$ cat src/sv/fiv_pkg.sv
package fiv_pkg;

  localparam logic [31:0] CrcPoly         = 32'hEDB8_8320;
  localparam logic [31:0] CrcInit         = 32'hFFFF_FFFF;
  localparam logic [31:0] StackMask       = 32'h2FFE_0000;
  localparam logic [31:0] StackMatch      = 32'h2000_0000;
  localparam logic [31:0] EntryMask       = 32'hFF00_0000;
  localparam logic [31:0] EntryMatch      = 32'h0800_0000;
  localparam logic [31:0] MaxImageBytes   = 32'd1048576;
  localparam logic [31:0] RegionBaseReset = 32'h0800_5000;
  localparam logic [20:0] RegionSizeReset = 21'h04_0000;

  typedef enum logic {
    FuncData  = 1'b0,
    FuncStart = 1'b1
  } func_e;

  typedef enum logic [2:0] {
    VerdictOk          = 3'd0,
    VerdictBadLength   = 3'd1,
    VerdictCrcMismatch = 3'd2,
    VerdictBadStack    = 3'd3,
    VerdictEntryClass  = 3'd4,
    VerdictEntryRange  = 3'd5
  } verdict_e;

  typedef enum logic [1:0] {
    CfgExpectedCrc = 2'd0,
    CfgImageLength = 2'd1,
    CfgRegionBase  = 2'd2,
    CfgRegionSize  = 2'd3
  } cfg_idx_e;

  typedef struct packed {
    func_e      func;
    logic [7:0] data_byte;
  } item_t;

  typedef struct packed {
    verdict_e    verdict;
    logic [31:0] computed_crc;
    logic [31:0] stack_word;
    logic [31:0] entry_word;
  } result_t;

  typedef struct packed {
    logic [31:0] expected_crc;
    logic [20:0] image_length;
    logic [31:0] region_base;
    logic [20:0] region_size;
  } cfg_t;

endpackage

$ cat src/sv/fiv_if.sv
interface fiv_in_if;
  logic       valid;
  logic       ready;
  logic       func;
  logic [7:0] data_byte;

  modport source (output valid, output func, output data_byte, input ready);
  modport sink (input valid, input func, input data_byte, output ready);
endinterface

interface fiv_out_if;
  logic        valid;
  logic        ready;
  logic [2:0]  verdict;
  logic [31:0] computed_crc;
  logic [31:0] stack_word;
  logic [31:0] entry_word;

  modport source (output valid, output verdict, output computed_crc, output stack_word,
                  output entry_word, input ready);
  modport sink (input valid, input verdict, input computed_crc, input stack_word,
                input entry_word, output ready);
endinterface

$ cat src/sv/fiv_in_reg.sv
module fiv_in_reg (
  input  logic            clk_i,
  input  logic            rst_ni,
  input  logic            valid_i,
  output logic            ready_o,
  input  fiv_pkg::item_t  item_i,
  input  logic            take_i,
  output logic            valid_o,
  output fiv_pkg::item_t  item_o
);
  import fiv_pkg::*;

  logic  valid_q, valid_d;
  item_t item_q;

  assign ready_o = !valid_q || take_i;

  always_comb begin
    valid_d = valid_q;
    if (valid_i && ready_o) begin
      valid_d = 1'b1;
    end else if (take_i) begin
      valid_d = 1'b0;
    end
  end

  always_ff @(posedge clk_i or negedge rst_ni) begin
    if (!rst_ni) begin
      valid_q <= 1'b0;
    end else begin
      valid_q <= valid_d;
    end
  end

  always_ff @(posedge clk_i) begin
    if (valid_i && ready_o) begin
      item_q <= item_i;
    end
  end

  assign valid_o = valid_q;
  assign item_o  = item_q;

endmodule

$ cat src/sv/fiv_core.sv
module fiv_core (
  input  logic              clk_i,
  input  logic              rst_ni,
  input  fiv_pkg::cfg_t     cfg_i,
  input  logic              valid_i,
  input  fiv_pkg::item_t    item_i,
  input  logic              out_free_i,
  output logic              take_o,
  output logic              res_valid_o,
  output fiv_pkg::result_t  res_o
);
  import fiv_pkg::*;

  function automatic logic [31:0] crc_byte(logic [31:0] c, logic [7:0] b);
    logic [31:0] r;
    r = c ^ {24'd0, b};
    for (int k = 0; k < 8; k++) begin
      r = (r >> 1) ^ (r[0] ? CrcPoly : 32'd0);
    end
    return r;
  endfunction

  logic [31:0]     crc_q, crc_d, crc_n;
  logic [20:0]     seen_q, seen_d, seen_n;
  logic [7:0][7:0] vec_q, vec_d, vec_n;
  logic            active_q, active_d;
  logic            bad_len;
  logic [32:0]     region_end;
  logic [31:0]     crc_out, stack_w, entry_w;

  assign take_o = valid_i && out_free_i;

  assign bad_len = (cfg_i.image_length == 21'd0) ||
                   (cfg_i.image_length > cfg_i.region_size) ||
                   ({11'd0, cfg_i.image_length} > MaxImageBytes);
  assign region_end = {1'b0, cfg_i.region_base} + {12'd0, cfg_i.region_size};

  always_comb begin
    crc_n = crc_byte(crc_q, item_i.data_byte);
    seen_n = seen_q + 21'd1;
    vec_n = vec_q;
    if (seen_q[20:3] == 18'd0) begin
      vec_n[seen_q[2:0]] = item_i.data_byte;
    end
    crc_out = ~crc_n;
    stack_w = vec_n[3:0];
    entry_w = vec_n[7:4];
  end

  always_comb begin
    crc_d       = crc_q;
    seen_d      = seen_q;
    vec_d       = vec_q;
    active_d    = active_q;
    res_valid_o = 1'b0;
    res_o       = '0;
    if (take_o) begin
      unique case (item_i.func)
        FuncStart: begin
          crc_d    = CrcInit;
          seen_d   = 21'd0;
          vec_d    = '0;
          active_d = !bad_len;
          if (bad_len) begin
            res_valid_o   = 1'b1;
            res_o.verdict = VerdictBadLength;
          end
        end
        FuncData: begin
          if (active_q) begin
            crc_d  = crc_n;
            seen_d = seen_n;
            vec_d  = vec_n;
            if (seen_n >= cfg_i.image_length) begin
              active_d           = 1'b0;
              res_valid_o        = 1'b1;
              res_o.computed_crc = crc_out;
              res_o.stack_word   = stack_w;
              res_o.entry_word   = entry_w;
              priority if (crc_out != cfg_i.expected_crc) begin
                res_o.verdict = VerdictCrcMismatch;
              end else if ((stack_w & StackMask) != StackMatch) begin
                res_o.verdict = VerdictBadStack;
              end else if ((entry_w & EntryMask) != EntryMatch) begin
                res_o.verdict = VerdictEntryClass;
              end else if (entry_w < cfg_i.region_base ||
                           {1'b0, entry_w} >= region_end) begin
                res_o.verdict = VerdictEntryRange;
              end else begin
                res_o.verdict = VerdictOk;
              end
            end
          end
        end
        default: ;
      endcase
    end
  end

  always_ff @(posedge clk_i or negedge rst_ni) begin
    if (!rst_ni) begin
      crc_q    <= CrcInit;
      seen_q   <= 21'd0;
      vec_q    <= '0;
      active_q <= 1'b0;
    end else begin
      crc_q    <= crc_d;
      seen_q   <= seen_d;
      vec_q    <= vec_d;
      active_q <= active_d;
    end
  end

endmodule

$ cat src/sv/fiv_out_reg.sv
module fiv_out_reg (
  input  logic              clk_i,
  input  logic              rst_ni,
  input  logic              load_i,
  input  fiv_pkg::result_t  res_i,
  output logic              free_o,
  output logic              valid_o,
  input  logic              ready_i,
  output fiv_pkg::result_t  res_o
);
  import fiv_pkg::*;

  logic    valid_q, valid_d;
  result_t res_q;

  assign free_o = !valid_q || ready_i;

  always_comb begin
    valid_d = valid_q;
    if (load_i) begin
      valid_d = 1'b1;
    end else if (ready_i) begin
      valid_d = 1'b0;
    end
  end

  always_ff @(posedge clk_i or negedge rst_ni) begin
    if (!rst_ni) begin
      valid_q <= 1'b0;
    end else begin
      valid_q <= valid_d;
    end
  end

  always_ff @(posedge clk_i) begin
    if (load_i) begin
      res_q <= res_i;
    end
  end

  assign valid_o = valid_q;
  assign res_o   = res_q;

endmodule

$ cat src/sv/firmware_image_verifier_unit.sv
// streaming firmware image check: a start word arms a check (or answers at once with
// a bad-length verdict), then each data word feeds one image byte into a reflected
// crc-32 and captures the stack and entry vectors from the first eight bytes; the byte
// that reaches the configured length yields one verdict word. one word is taken every
// cycle, start or data, as long as the output side keeps accepting; a verdict that waits
// at the output holds the next word in the input register and stalls the input until it
// is taken. the crc byte update and the verdict checks sit between the input register
// and the result register, so a verdict appears the cycle after its byte is taken. write
// the configuration registers only while no check is in flight.
module firmware_image_verifier_unit (
  input  logic         clk_i,
  input  logic         rst_ni,
  fiv_in_if.sink       in_i,
  fiv_out_if.source    out_o,
  input  logic         cfg_we_i,
  input  logic [1:0]   cfg_idx_i,
  input  logic [31:0]  cfg_wdata_i
);
  import fiv_pkg::*;

  cfg_t    cfg_q;
  item_t   in_item, s1_item;
  logic    s1_valid, take, out_free, res_valid;
  result_t res, out_res;

  always_ff @(posedge clk_i or negedge rst_ni) begin
    if (!rst_ni) begin
      cfg_q.expected_crc <= 32'd0;
      cfg_q.image_length <= 21'd0;
      cfg_q.region_base  <= RegionBaseReset;
      cfg_q.region_size  <= RegionSizeReset;
    end else if (cfg_we_i) begin
      unique case (cfg_idx_e'(cfg_idx_i))
        CfgExpectedCrc: cfg_q.expected_crc <= cfg_wdata_i;
        CfgImageLength: cfg_q.image_length <= cfg_wdata_i[20:0];
        CfgRegionBase:  cfg_q.region_base  <= cfg_wdata_i;
        CfgRegionSize:  cfg_q.region_size  <= cfg_wdata_i[20:0];
        default: ;
      endcase
    end
  end

  assign in_item.func      = func_e'(in_i.func);
  assign in_item.data_byte = in_i.data_byte;

  fiv_in_reg u_in_reg (
    .clk_i   (clk_i),
    .rst_ni  (rst_ni),
    .valid_i (in_i.valid),
    .ready_o (in_i.ready),
    .item_i  (in_item),
    .take_i  (take),
    .valid_o (s1_valid),
    .item_o  (s1_item)
  );

  fiv_core u_core (
    .clk_i       (clk_i),
    .rst_ni      (rst_ni),
    .cfg_i       (cfg_q),
    .valid_i     (s1_valid),
    .item_i      (s1_item),
    .out_free_i  (out_free),
    .take_o      (take),
    .res_valid_o (res_valid),
    .res_o       (res)
  );

  fiv_out_reg u_out_reg (
    .clk_i   (clk_i),
    .rst_ni  (rst_ni),
    .load_i  (res_valid),
    .res_i   (res),
    .free_o  (out_free),
    .valid_o (out_o.valid),
    .ready_i (out_o.ready),
    .res_o   (out_res)
  );

  assign out_o.verdict      = out_res.verdict;
  assign out_o.computed_crc = out_res.computed_crc;
  assign out_o.stack_word   = out_res.stack_word;
  assign out_o.entry_word   = out_res.entry_word;

  a_load_into_free_slot: assert property (@(posedge clk_i) disable iff (!rst_ni)
    res_valid |-> (!out_o.valid || out_o.ready))
    else $error("verdict loaded over a pending one");

  a_bad_length_zero_fields: assert property (@(posedge clk_i) disable iff (!rst_ni)
    (out_o.valid && out_o.verdict == VerdictBadLength) |->
      (out_o.computed_crc == 32'd0 && out_o.stack_word == 32'd0 &&
       out_o.entry_word == 32'd0))
    else $error("bad-length verdict with nonzero fields");

  a_ok_matches_crc: assert property (@(posedge clk_i) disable iff (!rst_ni)
    (out_o.valid && out_o.verdict == VerdictOk) |->
      (out_o.computed_crc == cfg_q.expected_crc))
    else $error("ok verdict without crc match");

endmodule

$ cat src/flat_wrapper.sv
// flat-port wrapper written by rule: the top's interface ports become plain ports
module firmware_image_verifier_unit_flat import fiv_pkg::*;
  (clk_i, rst_ni, cfg_we_i, cfg_idx_i, cfg_wdata_i, in_i_valid, in_i_func, in_i_data_byte, in_i_ready, out_o_valid, out_o_verdict, out_o_computed_crc, out_o_stack_word, out_o_entry_word, out_o_ready);
  fiv_in_if in_i_i ();
  fiv_out_if out_o_i ();
  input  logic clk_i;
  input  logic rst_ni;
  input  logic cfg_we_i;
  input  logic [1:0] cfg_idx_i;
  input  logic [31:0] cfg_wdata_i;
  input wire logic [$bits(in_i_i.valid)-1:0] in_i_valid;
  input wire logic [$bits(in_i_i.func)-1:0] in_i_func;
  input wire logic [$bits(in_i_i.data_byte)-1:0] in_i_data_byte;
  output wire logic [$bits(in_i_i.ready)-1:0] in_i_ready;
  output wire logic [$bits(out_o_i.valid)-1:0] out_o_valid;
  output wire logic [$bits(out_o_i.verdict)-1:0] out_o_verdict;
  output wire logic [$bits(out_o_i.computed_crc)-1:0] out_o_computed_crc;
  output wire logic [$bits(out_o_i.stack_word)-1:0] out_o_stack_word;
  output wire logic [$bits(out_o_i.entry_word)-1:0] out_o_entry_word;
  input wire logic [$bits(out_o_i.ready)-1:0] out_o_ready;
  assign in_i_i.valid = in_i_valid;
  assign in_i_i.func = in_i_func;
  assign in_i_i.data_byte = in_i_data_byte;
  assign in_i_ready = in_i_i.ready;
  assign out_o_valid = out_o_i.valid;
  assign out_o_verdict = out_o_i.verdict;
  assign out_o_computed_crc = out_o_i.computed_crc;
  assign out_o_stack_word = out_o_i.stack_word;
  assign out_o_entry_word = out_o_i.entry_word;
  assign out_o_i.ready = out_o_ready;
  firmware_image_verifier_unit u_core (.clk_i(clk_i), .rst_ni(rst_ni), .in_i(in_i_i), .out_o(out_o_i), .cfg_we_i(cfg_we_i), .cfg_idx_i(cfg_idx_i), .cfg_wdata_i(cfg_wdata_i));
endmodule
$ cat config.mk
export PLATFORM = sky130hd
export DESIGN_NAME = firmware_image_verifier_unit_flat
export DESIGN_NICKNAME = d
export VERILOG_FILES = /design/src/sv/fiv_pkg.sv /design/src/sv/fiv_if.sv /design/src/sv/fiv_in_reg.sv /design/src/sv/fiv_core.sv /design/src/sv/fiv_out_reg.sv /design/src/sv/firmware_image_verifier_unit.sv /design/src/flat_wrapper.sv
export SDC_FILE = /design/constraint.sdc
export NUM_CORES = 1
export LEC_CHECK = 0
export ABC_AREA = 1
export BUFFER_PORTS_ARGS = -buffer_cell sky130_fd_sc_hd__buf_2
export CAP_MARGIN = 25
export CORE_MARGIN = 1.5
export CORE_UTILIZATION = 55
export DETAILED_ROUTE_END_ITERATION = 8
export PLACE_DENSITY = 0.77
export SYNTH_ARGS = -nofsm -noshare
export SYNTH_HDL_FRONTEND = slang
export SYNTH_SLANG_ARGS = --single-unit
export TNS_END_PERCENT = 50
$ cat constraint.sdc
create_clock -name clk_i -period 7.2 [get_ports clk_i]
set_input_delay 0.36 -clock clk_i [delete_from_list [all_inputs] [get_ports clk_i]]
set_output_delay 0.36 -clock clk_i [all_outputs]
set_load 0.05 [all_outputs]
# Word level (Yosys, flattened, before mapping)

Cells that the tools add are included.

Add/subtract/negate cells: 2
Order comparisons: 7
Eq/ne operators: 7
Mux-type cells: 38
Bitwise gates (word level): 14
Reduce and logical (&&, ||, !) cells: 22

Operators by type and width:

| cell                  | number |
|---|---|
| $mux 32               | 9 |
| $xor 31x32->32        | 8 |
| $mux 99               | 2 |
| $mux 64               | 2 |
| $pmux 64 s2           | 1 |
| $bwmux 64             | 1 |
| $pmux 32 s2           | 1 |
| $pmux 21 s2           | 1 |
| $add 32x21->33        | 1 |
| $ge 32x33->1          | 1 |
| $lt 32x32->1          | 1 |
| $ne 32x32->1          | 1 |
| $not 32->32           | 1 |
| $xor 32x8->32         | 1 |
| $demux 8 s3           | 1 |
| $add 21x1->21 const B | 1 |
| $ge 21x21->1          | 1 |
| $gt 21x21->1          | 1 |
| $gt 21x21->1 const B  | 1 |
| $logic_not 21->1      | 1 |
| $mux 21               | 1 |
| $logic_not 18->1      | 1 |
| $mux 3                | 4 |
| $ne 12x12->1 const B  | 1 |
| other kinds (18)      | 46 |

Register bits after elaboration: 334
Input port bits: 48
Output and inout bits: 101
Logic and storage cells: 113

# Depth between registers and ports, before layout

Depth after elaboration: 23
Mapped depth: 29
Mapped depth without buffers: 29

# Modules after synthesis

From an unflattened synthesis, not the netlist that was laid out.

Cells, all modules: 2372
Area, all modules: 19601.3 um^2

Modules (own cells, without submodules):

| module                       | times used | cells an instance | area an instance (um^2) | sequential area each (um^2) |
|---|---|---|---|---|
| fiv_core                     | 1          | 1781              | 11951.5                 | 2992.9 |
| firmware_image_verifier_unit | 1          | 472               | 4316.6                  | 2657.5 |
| fiv_out_reg                  | 1          | 104               | 3017.9                  | 2997.9 |
| fiv_in_reg                   | 1          | 15                | 315.3                   | 295.3 |

# Worst setup path before layout

No wires, ideal clock.

Path kind: flip-flop to flip-flop
From: reg u_core.u_core.seen_q[1]
To: reg u_core.u_out_reg.res_q, in the netlist u_core.u_out_reg.res_o[0] (enable)
Setup time: 0.558 ns
Arrival time: 7.230 ns
Required time: 6.642 ns
Slack: -0.588 ns
Stages on the path, launching flop included: 18
Path buffers: 0
Clock period less this slack: 7.788 ns
Path through: dfrtp_1 ha_1 nand2_1 nor2_1 inv_1 nor2_1 inv_1 nor3_1 and3_1 nand4_1 nor3_1 xor2_1 ha_1 nand2_1 or4_1 o211ai_1 a21oi_1 nor2_1

Word-level cells in the longest chain between the ends: 6

Ends and longest elaborated chain:

| item                       | line                               | source |
|---|---|---|
| start, declared            | fiv_core.sv:24                     | `logic [20:0] seen_q, seen_d, seen_n;` |
| start signal, assigned     | fiv_core.sv:108                    | `seen_q <= seen_d;` |
| $add 21x1->21              | fiv_core.sv:40                     | `seen_n = seen_q + 21'd1;` |
| $ge 21x21->1               | fiv_core.sv:74                     | `if (seen_n >= cfg_i.image_length) begin` |
| $mux 1                     | fiv_core.sv:74                     |  |
| $mux 1                     | fiv_core.sv:70                     | `if (active_q) begin` |
| $pmux 1 s2                 | fiv_core.sv:58                     | `unique case (item_i.func)` |
| $mux 1                     | fiv_core.sv:57                     | `if (take_o) begin` |
| named net u_core.res_valid | firmware_image_verifier_unit.sv:23 | `logic s1_valid, take, out_free, res_valid;` |
| end signal, assigned       | fiv_out_reg.sv:37                  | `res_q <= res_i;` |
| end, declared              | fiv_out_reg.sv:14                  | `result_t res_q;` |

The timed path passes the listed nets, and every way through them passes these cells.
A chain may end at the register's enable or synchronous reset.

# Worst setup path after layout

From: reg u_core.cfg_q[21] in the netlist's numbering
To: reg u_core.u_out_reg.res_q, in the netlist u_core.u_out_reg.res_o[96] (data pin)

Word-level cells in the longest chain between the ends: 10
Elaborated cells between the ends (all ways): 11
Those cells by class: 1 x add/sub; 2 x order compare; 7 x mux; 1 x reduce/logical

Ends and longest elaborated chain:

| item                 | line                               | source |
|---|---|---|
| start, declared      | firmware_image_verifier_unit.sv:21 | `cfg_t cfg_q;` |
| $add 32x21->33       | fiv_core.sv:36                     | `assign region_end = {1'b0, cfg_i.region_base} + {12'd0, cfg_i.region_size};` |
| $ge 32x33->1         | fiv_core.sv:87                     | `{1'b0, entry_w} >= region_end) begin` |
| $logic_or 1x1->1 (*) | fiv_core.sv:86                     | `end else if (entry_w < cfg_i.region_base \|\|` |
| $mux 3 (*)           | fiv_core.sv:86                     |  |
| $mux 3 (*)           | fiv_core.sv:84                     | `end else if ((entry_w & EntryMask) != EntryMatch) begin` |
| $mux 3 (*)           | fiv_core.sv:82                     | `end else if ((stack_w & StackMask) != StackMatch) begin` |
| $mux 3 (*)           | fiv_core.sv:80                     | `priority if (crc_out != cfg_i.expected_crc) begin` |
| $mux 99 (*)          | fiv_core.sv:74                     |  |
| $mux 99 (*)          | fiv_core.sv:70                     |  |
| $pmux 3 s2 (*)       | fiv_core.sv:58                     |  |

Mark *: on every way between the ends. The rest lies on a longest branch, timed or not.

==> results.md <==
- RSZ-0062 raised after global routing: false
- Post-synth top cells: nand2_1 (499), inv_1 (339), o21ai_0 (220)
- Routed WL per cell: 19.0 um
- Gr usage total: 30.6%
- Synth Area in Adders: 8.38%
- Top delay family on crit path: compound AO/OA/AOI/OAI gates
- Max_cap viols: 0
- Vias in the first global route: 15,500
- Drt drc: 0
- Post-layout nets: 2,586
- Syn Area/Cell: 8.45 sq um
- Sequential fraction of the synthesis area: 46.6%
- Footprint of the multi-input gates: 8670 sq um
- HP Class: in -> reg
- Largest net degree at the start of global routing: 99
- Leakage: 11.0 nW
- Post-synth EDFFs: 108
- Cells after synthesis: 2,271
- Worst path slowest cell: o31ai_1
- Fillers: 2,916
- Share of cells above drive strength 1: 13.4%
- Worst path required time: 7.47 ns
- DRT Pass-1 Iters: 5
- Crit Path Max Fanout: 4
- Minimum clock period: 4.79 ns
- H-tree depth: 2
- FP Rows: 68
- Die area: 36,000 sq um
- FFs w/ async S/R, synth: 67.7%
- HPWL Detailed: 41,200 um
- Power per cell area: 383 nW/um^2
- Clk_lat worst skew: 0.53 ns
- Layout area overhead: 13.5%
- Iteration-0 DRC Markers: 1,428
- Fin crit share: 66.5%
- Final setup vio count: 0
- Post-synthesis simple-gate area fraction: 18.4%
- Max clock buf depth: 3
- Largest family of logic cells by synthesized area: simple AND/OR/NAND/NOR gates
- Antenna Cells: 0
- FF+latch area: 8940 sq um
- Yosys warns: 0
- Core Box Area: 34,500 sq um
- Critical Path AT: 5.06 ns
- Initial antenna violation count: 0
- Port Buffers: 148
- Initial Utilization: 55.7%
- Via count: 16,300
- Yosys reg bits: 334
- Kind of end point of the critical path: flip-flop
- Slew @ Worst Pin: 0.865 ns
- Post-synth top area cell: dfrtp_1
- Skew final: 0.0184 ns
- Slew Limit Headroom: 41.9%
- Detail Route Antenna Nets: 0
- Count of final max-slew check failures: 0
- Max VDD drop: 236 uV
- IO Pins: 149
- Status: finished clean
- Top area cells in the synthesized netlist: dfrtp_1 (25%), edfxtp_1 (17%), nand2_1 (9.8%)
- Resize count post-CTS: 0
- Clock slew at reported path FFs: 0.06 ns
- Die width: 190 um
- Synth Area in Compound Gates: 12.3%
- Chip Height: 190 um
- Peak Freq: 209 MHz
- Routability cong.: 0.965
- R2R Setup Slk: 2.41 ns
- Setup_tns: 0 ns
- Synthesized net count: 2,447
- Crit path top cell by count: nand2_1
- Post-Syn Area: 19,200 sq um
- Most numerous cell in the Yosys netlist: nand2_1
- Drt total wl: 54,900 um
- Crit path buffers/inverters: 0
- XOR/XNOR share of the synthesized area: 5.47%
- Library cells used by synthesis: 60
- Tot Pwr: 0.00834 W
- Global route overflow: 0
- Hold Fails Final Rpt: 0
- CTS Buf Count: 38
- Post-CTS setup buffers: 0
- Synth top area share: 24.8%
- Via-to-Cell Ratio: 5.65
- Worst setup SP type: flip-flop
- First-pass GRT wire length: 84,500 um
- CTS sink cnt: 334
- Root Driver: clkbuf_16
- CTS tree: built
- Ys flop type: dfrtp_1
- Critical path class: reg -> reg
- Multiplexer share of the synthesized area: 0.521%
- CP max stage delay: 0.53 ns
[logic make-up after synthesis]
family,count (synthesis)
flops,334
simple gates,844
compound gates,428
mux,10
xor+xnor,108
fa+ha+maj,128
buf+inv,419
[stage by stage]
| stage | cells | worst slack (ns) | cell area, sq um | utilization, % | hold WS (ns) |
|---|---|---|---|---|---|
| 2_1_floorplan | 2271 | 1.07 | 19200 | - | 0.0644 |
| 3_3_place_gp | 2818 | 2.10 | 20400 | 59.1 | 0.398 |
| 3_5_place_dp | 2818 | 1.99 | 20400 | 59.1 | 0.404 |
| 4_1_cts | 2888 | 1.99 | 21700 | 62.9 | 0.00202 |
| 5_1_grt | 2893 | 1.93 | 21800 | 63.3 | 0.00413 |
| 6_report | 2893 | 2.41 | 21800 | 63.3 | 0.0149 |
[routing by layer]
layer	GRT usage, %	part of all wire [%]	vias up
met3	6.88	10	111
met5	0	0	-
met2	46.7	44	751
met4	11.3	3.7	0
met1	42.8	42	7749
li1	-	-	7729
[what timing repair did]
| action | CTS | global route |
|---|---|---|
| setup endpoints to repair | 0 | 0 |
| hold endpoints to repair | 63 | 0 |
| hold buffers | 2 | 0 |
[state kept, by name (all words and copies together), names as in the netlist]
register / flops
u_core.cfg_q: 106
u_core.u_out_reg.res_o: 99
u_core.u_core.vec_q: 64
u_core.u_core.crc_q: 32
u_core.u_core.seen_q: 21
u_core.u_in_reg.item_o: 9
u_core.u_core.active_q: 1
u_core.u_in_reg.valid_o: 1
u_core.u_out_reg.valid_o: 1
[where the power goes]
group / internal, W / switching [W]
Sequential: 0.00237 / 0.000253
Combinational: 0.00111 / 0.00262
Clock: 0.00122 / 0.000774
[cell type report]
type | count | share of cell area [%]
sequential | 334 | 41.0
tap | 455 | 2.61
inverter | 351 | 6.05
timing repair buffer | 167 | 4.59
clock inverter | 14 | 0.855
multi-input combinational | 1518 | 39.8
clock buffer | 54 | 5.06
[placed cells by master (no fill, tap or decap), types with 9 or more instances in the layout]
cell,n
xor2_1,76
ha_1,127
nand2_2,10
or2_2,20
nand2_1,496
nor2_1,179
o21ai_0,219
xnor2_1,21
clkbuf_1,9
dfrtp_1,190
buf_2,147
edfxtp_1,108
nor3_1,17
a21oi_1,88
inv_2,11
mux2i_1,10
nand3_1,61
clkbuf_16,40
buf_4,10
dfstp_2,36
nand4_1,30
o22ai_1,68
inv_1,339
[worst paths after layout]
kind,cells past startpoint,startpoint,to
worst max-delay path,25,u_core.cfg_q[21],u_core.u_out_reg.res_o[96]
worst min-delay path,1,in_i_data_byte[4],u_core.u_in_reg.item_o[4]
worst max register to register,25,u_core.cfg_q[21],u_core.u_out_reg.res_o[96]
worst min register to register,2,u_core.u_core.vec_q[51],u_core.u_core.vec_q[51]
max in group asynchronous,3,rst_ni,u_core.cfg_q[41]
min in group asynchronous,2,rst_ni,u_core.u_core.vec_q[19]
(Power assumes the default switching activity.)
